[config.mk]
export PLATFORM = sky130hd
export DESIGN_NAME = bc4_bc5_block_decode_flat
export DESIGN_NICKNAME = d
export VERILOG_FILES = /design/src/sv/bc45_pkg.sv /design/src/sv/bc45_if.sv /design/src/sv/bc45_palette.sv /design/src/sv/bc45_pixel.sv /design/src/sv/bc45_top_unused_guard.sv /design/src/sv/bc4_bc5_block_decode.sv /design/src/flat_wrapper.sv
export SDC_FILE = /design/constraint.sdc
export NUM_CORES = 2
export LEC_CHECK = 0
export BUFFER_PORTS_ARGS = -buffer_cell sky130_fd_sc_hd__buf_2
export CAP_MARGIN = 40
export CORE_MARGIN = 2
export CORE_UTILIZATION = 70
export DETAILED_ROUTE_END_ITERATION = 8
export PLACE_DENSITY = 0.91
export SYNTH_ARGS = -nofsm -noshare
export SYNTH_HDL_FRONTEND = slang
export SYNTH_SLANG_ARGS = --single-unit
[constraint.sdc]
create_clock -name clk_i -period 21.6 [get_ports clk_i]
set_input_delay 1.08 -clock clk_i [delete_from_list [all_inputs] [get_ports clk_i]]
set_output_delay 1.08 -clock clk_i [all_outputs]
set_load 0.03 [all_outputs]
[src/sv/bc45_pkg.sv]
// Shared types, constants and divide helpers for the BC4/BC5 block decoder.
`timescale 1ns / 1ps

package bc45_pkg;

  localparam int unsigned PixelsPerBlock = 16;
  localparam int unsigned IndexBits      = 3;
  localparam int unsigned IndexWordBits  = 48;
  localparam int unsigned HalfBits       = 64;
  localparam int unsigned ValueBits      = 8;
  localparam int unsigned PixNumBits     = 4;

  localparam logic [PixNumBits-1:0] LastPixel = 4'd15;
  localparam logic [ValueBits-1:0]  ValueMax  = 8'd255;
  localparam logic [ValueBits-1:0]  ValueMin  = 8'd0;

  // Mode register reset value: two channel red/green
  localparam logic ModeReset = 1'b1;

  // Eight palette entries of one channel
  typedef logic [7:0][ValueBits-1:0] palette_t;

  // One decoded pixel as it leaves the block
  typedef struct packed {
    logic [ValueBits-1:0]  red_value;
    logic [ValueBits-1:0]  green_value;
    logic [ValueBits-1:0]  blue_value;
    logic [PixNumBits-1:0] pixel_number;
    logic                  last_pixel;
  } pixel_t;

  // Floor of x / 7 for x below 1792: multiply by 4682 / 2^15
  function automatic logic [ValueBits-1:0] div7(input logic [10:0] x);
    logic [25:0] prod;
    prod = 26'(x) * 26'd4682;
    return prod[22:15];
  endfunction

  // Floor of x / 5 for x below 1280: multiply by 3277 / 2^14
  function automatic logic [ValueBits-1:0] div5(input logic [10:0] x);
    logic [25:0] prod;
    prod = 26'(x) * 26'd3277;
    return prod[21:14];
  endfunction

endpackage

[src/sv/bc45_if.sv]
// Valid/ready channel interfaces for compressed blocks and decoded pixels.
`timescale 1ns / 1ps

interface bc45_in_if;
  logic                                valid;
  logic                                ready;
  logic [bc45_pkg::HalfBits-1:0]       first_half;
  logic [bc45_pkg::HalfBits-1:0]       second_half;

  modport source (output valid, first_half, second_half, input ready);
  modport sink   (input valid, first_half, second_half, output ready);
endinterface

interface bc45_out_if;
  logic                                valid;
  logic                                ready;
  logic [bc45_pkg::ValueBits-1:0]      red_value;
  logic [bc45_pkg::ValueBits-1:0]      green_value;
  logic [bc45_pkg::ValueBits-1:0]      blue_value;
  logic [bc45_pkg::PixNumBits-1:0]     pixel_number;
  logic                                last_pixel;

  modport source (output valid, red_value, green_value, blue_value, pixel_number,
                  last_pixel, input ready);
  modport sink   (input valid, red_value, green_value, blue_value, pixel_number,
                  last_pixel, output ready);
endinterface

[src/sv/bc45_palette.sv]
// Builds the eight-entry palette of one channel from its two endpoints.
`timescale 1ns / 1ps

module bc45_palette (
  input  logic [bc45_pkg::ValueBits-1:0] ep0_i,
  input  logic [bc45_pkg::ValueBits-1:0] ep1_i,
  output bc45_pkg::palette_t             palette_o
);

  logic [10:0] num7 [6];
  logic [10:0] num5 [4];

  // Weighted endpoint sums for sevenths and fifths
  always_comb begin
    for (int k = 1; k <= 6; k++) begin
      num7[k-1] = 11'(ep0_i) * 11'(7 - k) + 11'(ep1_i) * 11'(k);
    end
    for (int k = 1; k <= 4; k++) begin
      num5[k-1] = 11'(ep0_i) * 11'(5 - k) + 11'(ep1_i) * 11'(k);
    end
  end

  // Pick sevenths when endpoint0 is larger, else fifths plus black and white
  always_comb begin
    palette_o[0] = ep0_i;
    palette_o[1] = ep1_i;
    if (ep0_i > ep1_i) begin
      for (int k = 0; k < 6; k++) begin
        palette_o[k+2] = bc45_pkg::div7(num7[k]);
      end
    end else begin
      for (int k = 0; k < 4; k++) begin
        palette_o[k+2] = bc45_pkg::div5(num5[k]);
      end
      palette_o[6] = bc45_pkg::ValueMin;
      palette_o[7] = bc45_pkg::ValueMax;
    end
  end

endmodule

[src/sv/bc45_pixel.sv]
// Looks up one pixel in both palettes and maps the channels by mode.
`timescale 1ns / 1ps

module bc45_pixel (
  input  bc45_pkg::palette_t                 pal0_i,
  input  bc45_pkg::palette_t                 pal1_i,
  input  logic [bc45_pkg::IndexWordBits-1:0] idx0_i,
  input  logic [bc45_pkg::IndexWordBits-1:0] idx1_i,
  input  logic [bc45_pkg::PixNumBits-1:0]    cnt_i,
  input  logic                               two_mode_i,
  output bc45_pkg::pixel_t                   pixel_o
);

  logic [5:0]                       shift;
  logic [bc45_pkg::IndexBits-1:0]   sel0;
  logic [bc45_pkg::IndexBits-1:0]   sel1;
  logic [bc45_pkg::ValueBits-1:0]   val0;
  logic [bc45_pkg::ValueBits-1:0]   val1;

  // Extract the 3-bit indices of the current pixel
  assign shift = {cnt_i, 1'b0} + 6'(cnt_i);
  assign sel0  = idx0_i[shift +: bc45_pkg::IndexBits];
  assign sel1  = idx1_i[shift +: bc45_pkg::IndexBits];
  assign val0  = pal0_i[sel0];
  assign val1  = pal1_i[sel1];

  // Route channels: gray copies the first channel, red/green zeroes blue
  always_comb begin
    pixel_o.red_value    = val0;
    pixel_o.pixel_number = cnt_i;
    pixel_o.last_pixel   = (cnt_i == bc45_pkg::LastPixel);
    if (two_mode_i) begin
      pixel_o.green_value = val1;
      pixel_o.blue_value  = bc45_pkg::ValueMin;
    end else begin
      pixel_o.green_value = val0;
      pixel_o.blue_value  = val0;
    end
  end

endmodule

[src/sv/bc45_top_unused_guard.sv]
// Output register stage that holds one decoded pixel until the sink takes it.
`timescale 1ns / 1ps

module bc45_out_reg (
  input  logic             clk_i,
  input  logic             rst_ni,
  input  logic             load_i,
  input  bc45_pkg::pixel_t pixel_i,
  input  logic             take_i,
  output logic             valid_o,
  output bc45_pkg::pixel_t pixel_o
);

  logic             valid_d, valid_q;
  bc45_pkg::pixel_t pixel_q;

  // Set on load, clear when taken without a new load
  always_comb begin
    valid_d = valid_q;
    if (load_i) begin
      valid_d = 1'b1;
    end else if (take_i) begin
      valid_d = 1'b0;
    end
  end

  always_ff @(posedge clk_i or negedge rst_ni) begin
    if (!rst_ni) begin
      valid_q <= 1'b0;
    end else begin
      valid_q <= valid_d;
    end
  end

  // Capture payload on load
  always_ff @(posedge clk_i) begin
    if (load_i) begin
      pixel_q <= pixel_i;
    end
  end

  assign valid_o = valid_q;
  assign pixel_o = pixel_q;

endmodule

[src/sv/bc4_bc5_block_decode.sv]
// Top level of the BC4/BC5 block decoder.
`timescale 1ns / 1ps

// Decodes one compressed 4x4 block per input transaction into sixteen pixel
// transactions in raster order, the last one flagged. Palettes are built while
// the block is registered; one pixel per cycle is looked up into an output
// register while it is free or the sink is ready. The first pixel is offered
// once the block registers, then the output register, are loaded. The next
// block is accepted in the cycle that moves the sixteenth pixel into the output
// register, so with an always-ready sink pixels stream at one per cycle.
// Write the mode register (bit 0: 0 gray, 1 red/green) only while idle.
module bc4_bc5_block_decode (
  input  logic       clk_i,
  input  logic       rst_ni,
  input  logic       cfg_we_i,
  input  logic       cfg_wdata_i,
  bc45_in_if.sink    in_i,
  bc45_out_if.source out_o
);

  logic                               two_mode_q;
  logic                               busy_q, busy_d;
  logic [bc45_pkg::PixNumBits-1:0]    cnt_q, cnt_d;
  bc45_pkg::palette_t                 pal0_q, pal1_q;
  bc45_pkg::palette_t                 pal0_d, pal1_d;
  logic [bc45_pkg::IndexWordBits-1:0] idx0_q, idx1_q;

  logic             in_fire;
  logic             emit;
  logic             emit_last;
  logic             out_valid;
  bc45_pkg::pixel_t pixel_d;
  bc45_pkg::pixel_t pixel_q;

  // Mode register
  always_ff @(posedge clk_i or negedge rst_ni) begin
    if (!rst_ni) begin
      two_mode_q <= bc45_pkg::ModeReset;
    end else if (cfg_we_i) begin
      two_mode_q <= cfg_wdata_i;
    end
  end

  // Palettes from the incoming block
  bc45_palette u_pal0 (
    .ep0_i     (in_i.first_half[7:0]),
    .ep1_i     (in_i.first_half[15:8]),
    .palette_o (pal0_d)
  );

  bc45_palette u_pal1 (
    .ep0_i     (in_i.second_half[7:0]),
    .ep1_i     (in_i.second_half[15:8]),
    .palette_o (pal1_d)
  );

  // Advance a pixel whenever the output register is free or being drained
  assign emit      = busy_q && (!out_valid || out_o.ready);
  assign emit_last = emit && (cnt_q == bc45_pkg::LastPixel);
  assign in_i.ready = !busy_q || emit_last;
  assign in_fire   = in_i.valid && in_i.ready;

  // Block sequencing
  always_comb begin
    busy_d = busy_q;
    cnt_d  = cnt_q;
    if (emit) begin
      cnt_d = cnt_q + 4'd1;
      if (emit_last) begin
        busy_d = 1'b0;
      end
    end
    if (in_fire) begin
      busy_d = 1'b1;
      cnt_d  = '0;
    end
  end

  always_ff @(posedge clk_i or negedge rst_ni) begin
    if (!rst_ni) begin
      busy_q <= 1'b0;
      cnt_q  <= '0;
    end else begin
      busy_q <= busy_d;
      cnt_q  <= cnt_d;
    end
  end

  // Hold the current block's palettes and index words
  always_ff @(posedge clk_i) begin
    if (in_fire) begin
      pal0_q <= pal0_d;
      pal1_q <= pal1_d;
      idx0_q <= in_i.first_half[bc45_pkg::HalfBits-1:16];
      idx1_q <= in_i.second_half[bc45_pkg::HalfBits-1:16];
    end
  end

  // Pixel lookup
  bc45_pixel u_pixel (
    .pal0_i     (pal0_q),
    .pal1_i     (pal1_q),
    .idx0_i     (idx0_q),
    .idx1_i     (idx1_q),
    .cnt_i      (cnt_q),
    .two_mode_i (two_mode_q),
    .pixel_o    (pixel_d)
  );

  // Output register
  bc45_out_reg u_out (
    .clk_i   (clk_i),
    .rst_ni  (rst_ni),
    .load_i  (emit),
    .pixel_i (pixel_d),
    .take_i  (out_o.ready),
    .valid_o (out_valid),
    .pixel_o (pixel_q)
  );

  assign out_o.valid        = out_valid;
  assign out_o.red_value    = pixel_q.red_value;
  assign out_o.green_value  = pixel_q.green_value;
  assign out_o.blue_value   = pixel_q.blue_value;
  assign out_o.pixel_number = pixel_q.pixel_number;
  assign out_o.last_pixel   = pixel_q.last_pixel;

  // A new block is never taken in the middle of the current one
  a_no_midblock_accept: assert property (@(posedge clk_i) disable iff (!rst_ni)
    (busy_q && !emit_last) |-> !in_i.ready)
    else $error("block accepted while pixels remain");

  // An accepted block starts at pixel zero
  a_accept_starts: assert property (@(posedge clk_i) disable iff (!rst_ni)
    in_fire |=> (busy_q && cnt_q == '0))
    else $error("accepted block did not start at pixel zero");

  // Finishing the last pixel with no new block leaves the decoder idle
  a_idle_after_last: assert property (@(posedge clk_i) disable iff (!rst_ni)
    (emit_last && !in_fire) |=> !busy_q)
    else $error("decoder still busy after last pixel");

  // Gray mode copies one value to all three channels
  a_gray_copy: assert property (@(posedge clk_i) disable iff (!rst_ni)
    (out_valid && !two_mode_q) |->
      (out_o.red_value == out_o.green_value && out_o.green_value == out_o.blue_value))
    else $error("gray pixel channels differ");

endmodule

[src/flat_wrapper.sv]
// flat-port wrapper written by rule: the top's interface ports become plain ports
module bc4_bc5_block_decode_flat 
  (clk_i, rst_ni, cfg_we_i, cfg_wdata_i, in_i_valid, in_i_first_half, in_i_second_half, in_i_ready, out_o_valid, out_o_red_value, out_o_green_value, out_o_blue_value, out_o_pixel_number, out_o_last_pixel, out_o_ready);
  bc45_in_if in_i_i ();
  bc45_out_if out_o_i ();
  input  logic clk_i;
  input  logic rst_ni;
  input  logic cfg_we_i;
  input  logic cfg_wdata_i;
  input wire logic [$bits(in_i_i.valid)-1:0] in_i_valid;
  input wire logic [$bits(in_i_i.first_half)-1:0] in_i_first_half;
  input wire logic [$bits(in_i_i.second_half)-1:0] in_i_second_half;
  output wire logic [$bits(in_i_i.ready)-1:0] in_i_ready;
  output wire logic [$bits(out_o_i.valid)-1:0] out_o_valid;
  output wire logic [$bits(out_o_i.red_value)-1:0] out_o_red_value;
  output wire logic [$bits(out_o_i.green_value)-1:0] out_o_green_value;
  output wire logic [$bits(out_o_i.blue_value)-1:0] out_o_blue_value;
  output wire logic [$bits(out_o_i.pixel_number)-1:0] out_o_pixel_number;
  output wire logic [$bits(out_o_i.last_pixel)-1:0] out_o_last_pixel;
  input wire logic [$bits(out_o_i.ready)-1:0] out_o_ready;
  assign in_i_i.valid = in_i_valid;
  assign in_i_i.first_half = in_i_first_half;
  assign in_i_i.second_half = in_i_second_half;
  assign in_i_ready = in_i_i.ready;
  assign out_o_valid = out_o_i.valid;
  assign out_o_red_value = out_o_i.red_value;
  assign out_o_green_value = out_o_i.green_value;
  assign out_o_blue_value = out_o_i.blue_value;
  assign out_o_pixel_number = out_o_i.pixel_number;
  assign out_o_last_pixel = out_o_i.last_pixel;
  assign out_o_i.ready = out_o_ready;
  bc4_bc5_block_decode u_core (.clk_i(clk_i), .rst_ni(rst_ni), .cfg_we_i(cfg_we_i), .cfg_wdata_i(cfg_wdata_i), .in_i(in_i_i), .out_o(out_o_i));
endmodule
# Yosys cells after proc, flatten, opt, wreduce, memory -nomap -nowiden
# Index checks and enable logic that the tools add are counted.
# totals
out_inout_bits	31
memories	0
latch_bits	0
mem_bits_rw	0
wordCells	113
register_bits	260
rom_bits	0
# classes
n_bitwise	0
reduce_logical	11
n_eq_ne	1
div	0
add_sub_neg	22
n_shift	2
order_cmp	4
muxes	14
n_mul	32
# ops
op	n
multiplier 11 x 12 -> 22 bit (second input constant)	20
variable part select 48 x 7 -> 3 bit	2
multiplier 8 x 2 -> 10 bit (second input constant)	8
2-to-1 mux 32 bit	2
binary-select mux 8 bit (select 3 bit)	2
adder 10 x 10 -> 11 bit	4
multiplier 8 x 3 -> 11 bit (second input constant)	4
adder 10 x 8 -> 11 bit	2
adder 10 x 9 -> 11 bit	2
adder 11 x 8 -> 11 bit	2
adder 11 x 9 -> 11 bit	2
adder 8 x 10 -> 11 bit	2
adder 8 x 11 -> 11 bit	2
adder 9 x 10 -> 11 bit	2
adder 9 x 11 -> 11 bit	2
greater-than comparator 8 bit	2
2-to-1 mux 16 bit	1
2-to-1 mux 8 bit	2
< comparator 3 x 4 -> 1 bit (second input constant)	2
2-to-1 mux 4 bit	2
adder 5 x 4 -> 6 bit	1
nonzero test 2 bit	3
2-to-1 mux 1 bit	5
adder 4 x 1 -> 4 bit (second input constant)	1
other kinds (5)	9

# Depth between registers and ports, before layout
# logic_depth
word_depth	8
ltp_mapped	33
mapped_depth_nobuf	33

# Hierarchy
# Synthesis repeated with hierarchy kept, for this count alone.
# hier_totals
cells_unflattened	5173
area_unflattened_um2	53902.9
# modules_own_cells
mod	cells_per_inst	area_each_um2	n_inst
bc45_palette (u_core.u_pal0)	2349	21400.5	1
bc45_palette (u_core.u_pal1)	2169	20641.0	1
bc4_bc5_block_decode	257	7064.3	1
bc45_pixel	366	3890.0	1
bc45_out_reg	32	907.1	1

# Worst setup path before layout
# Ideal clock, no wire load.
# synth_timing
path_type	input to register
startpoint	input out_o_ready
endpoint	register u_core.idx0_q[0] (netlist name), enable pin
arrival_time_ns	7.830
slack_ns	13.098
stages	5
n_path_buf	1
setup_time_ns	0.673
path_cell_list	nand2b_1 nand2_1 nand2_1 and2_1 clkbuf_1
# synth_between
elab_chain_cells	5
# synth_rtl
item	line	text
start: declaration	flat_wrapper.sv:20	input wire logic [$bits(out_o_i.ready)-1:0] out_o_ready;
logical OR 1 bit	bc4_bc5_block_decode.sv:58	assign emit = busy_q && (!out_valid || out_o.ready);
logical AND 1 bit	bc4_bc5_block_decode.sv:58	
logical AND 1 bit	bc4_bc5_block_decode.sv:59	assign emit_last = emit && (cnt_q == bc45_pkg::LastPixel);
logical OR 1 bit	bc4_bc5_block_decode.sv:60	assign in_i.ready = !busy_q || emit_last;
named net in_i_ready	flat_wrapper.sv:13	output wire logic [$bits(in_i_i.ready)-1:0] in_i_ready;
logical AND 1 bit	bc4_bc5_block_decode.sv:61	assign in_fire = in_i.valid && in_i.ready;
end signal: assignment	bc4_bc5_block_decode.sv:94	idx0_q <= in_i.first_half[bc45_pkg::HalfBits-1:16];
end: declaration	bc4_bc5_block_decode.sv:26	logic [bc45_pkg::IndexWordBits-1:0] idx0_q, idx1_q;
# The timed path passes the listed nets, and every way through them passes these cells.
# A chain may end at the register's enable or synchronous reset.

==> results.md <==
- Status: completed
- MaxCap Viol Count: 0
- Total iterations of the first detailed-routing run: 8
- Yosys warns: 0
- # resized after CTS: 0
- CP Class: primary input to flip-flop
- CTS Hold Buffers Added: 0
- Drt total wl: 141000 um
- Commonest cells after routing, fill and taps aside: ha_1, inv_1, fa_1, edfxtp_1, xnor2_1
- Grt ovf: 0
- Max transition margin: 34.4%
- # DRC: 0
- Post-layout minimum cycle time: 9160 ps
- Hold/Removal Path Class: primary input to asynchronous set/reset pin
- Synth area leader: ha_1
- Top_reg_cell synth: edfxtp_1
- Area grow syn2layout: 5.90%
- Core ar.: 74600 sq um
- Slowest cell on crit path: o311ai_0
- Vias per cell: 6.51
- Synth top area cells: ha_1, fa_1, edfxtp_1
- Die Width: 279 um
- Die Height: 279 um
- Wire per inst: 22.7 um
- Mapped cell area: 52900 sq um
- Number of synthesized flops with an enable pin: 253
- Crit path launch type: primary input
- WP data arrival: 9590 ps
- Row count: 100
- Clock sink count: 260
- WP data required: 22030 ps
- Initial antenna violation count: 7
- Starting Density: 70.9%
- FFs w/ async S/R, synth: 2.69%
- IO Count: 165
- First-pass GRT wire length: 226000 um
- Number of DRC markers in iteration 0: 3267
- Detail Placement HPWL: 112000 um
- Setup Buffers After CTS: 0
- Min Hold Slack: 331 ps
- Post-synthesis cell type count: 77
- Nets: 7289
- Final Max Slew Viols: 0
- Yosys top cell area share: 34.7%
- Pin count of the biggest net entering global routing: 77
- Post-Syn Nets: 7114
- CTS tree: yes
- I/O Buffers: 164
- CTS Root Buffer Type: clkbuf_16
- Max stage delay on crit path: 600 ps
- Die ar.: 77800 sq um
- RSZ-0062 raised after global routing: false
- Total negative setup slack: 0 ps
- Num CTS Buffers: 30
- Syn Inst Count: 5040
- Syn Area/Cell: 10.5 sq um
- Clock transition at the registers of the reported paths: 70 ps
- CTS H-tree depth: 1
- Tcrit/Tclk final: 42.4%
- Crit. End Element: flip-flop
- Gpl congestion: 0.984
- Vias post-DR: 40.4k
- Sequential fraction of the synthesis area: 14.7%
- Detail Route Antenna Nets: 0
- Setup violators final: 0
- Critical path fanouts, max: 23
- Clk_skew: 16.8 ps
- Total track usage: 36.6%
- Longest Clk Path Bufs: 3
- Fmax: 0.109 GHz
- Most common cell after layout, fill and taps aside: ha_1
- Clk Latency, worst-skew pair: 590 ps
- Post-synthesis register bit count: 260
- Vias in the first global route: 44.3k
- Final hold vios: 0
- Worst slew pin tran: 972 ps
- Ratio of cells with drive above 1 in the final layout: 7.20%
[flip-flops by register name, indices dropped and copies added (netlist names)]
signal	flops
u_core.busy_q	1
u_core.cnt_q	4
u_core.idx0_q	48
u_core.idx1_q	48
u_core.pal0_q	64
u_core.pal1_q	64
u_core.two_mode_q	1
u_core.u_out.pixel_o	29
u_core.u_out.valid_o	1
[metal layers]
metal,vias to the layer above,GRT usage [%],wire length [um]
li1,18000,-,-
met5,-,0,76
met2,2223,63.2,67800
met3,821,6.65,11900
met4,6,26.0,11700
met1,19300,41.1,49600
[critical path, delay by kind of cell]
family          cells  cell delay [ps]
compound gates     11             3440
simple gates        4              640
xor+xnor            3              690
fa+ha+maj           8             2930
buf+inv             6              790
[path summary, 6_finish.rpt]
path | start | endpoint | slack, ps | cells past startpoint
setup / recovery | in_i_first_half[0] | u_core.pal0_q[29]$_DFFE_PP_ | 12440 | 32
hold / removal | rst_ni | u_core.cnt_q[3]$_DFFE_PN0P_ | 330 | 1
setup reg to reg | u_core.cnt_q[0]$_DFFE_PN0P_ | u_core.u_out.pixel_o[19]$_DFFE_PP_ | 16100 | 12
hold reg to reg | u_core.busy_q$_DFFE_PN0P_ | u_core.u_out.valid_o$_DFFE_PN0P_ | 510 | 1
max in group asynchronous | rst_ni | u_core.two_mode_q$_DFFE_PN1P_ | 21020 | 1
min in group clk_i | u_core.busy_q$_DFFE_PN0P_ | u_core.u_out.valid_o$_DFFE_PN0P_ | 510 | 1
[layout make-up]
| cell class | instances | area (sq um) |
|---|---|---|
| clock inverters | 16 | 150 |
| fillers | 4466 | 18600 |
| flip-flops and latches | 260 | 7770 |
| multi-input cells | 3856 | 41600 |
| diodes | 4 | 10.0 |
| repair buffers | 202 | 1200 |
| clock buffers | 39 | 836 |
| inverters | 865 | 3250 |
| well taps | 969 | 1210 |
[through the flow]
step / std cells / worst slack [ps] / instance area (sq um) / util, %
after floorplan: 5040 / 13100 / 52900 / -
after global placement: 6136 / 12390 / 54800 / 73.5
after detailed placement: 6143 / 12000 / 54900 / 73.7
after CTS: 6198 / 12610 / 55900 / 75.0
after global routing: 6208 / 11910 / 56000 / 75.1
final: 6211 / 12440 / 56000 / 75.1
[synthesized netlist by cell type, types with 79 or more instances]
cell type / count
fa_1: 473
nand2_1: 148
a21oi_1: 208
xor2_1: 114
mux2i_1: 91
a21o_1: 79
inv_1: 864
nor2_1: 177
nand3_1: 79
xnor2_1: 220
edfxtp_1: 253
o21ai_0: 119
ha_1: 1467
[cells by family after synthesis]
logic type | share of synthesized area (%)
simple gates | 6.32
xor+xnor | 5.57
compound gates | 8.80
flops | 14.7
mux | 5.23
fa+ha+maj | 52.6
buf+inv | 6.77
Power is left out: the tool's default activity adds up to more than one toggle a clock period on the data nets, which glitch-free logic cannot reach.
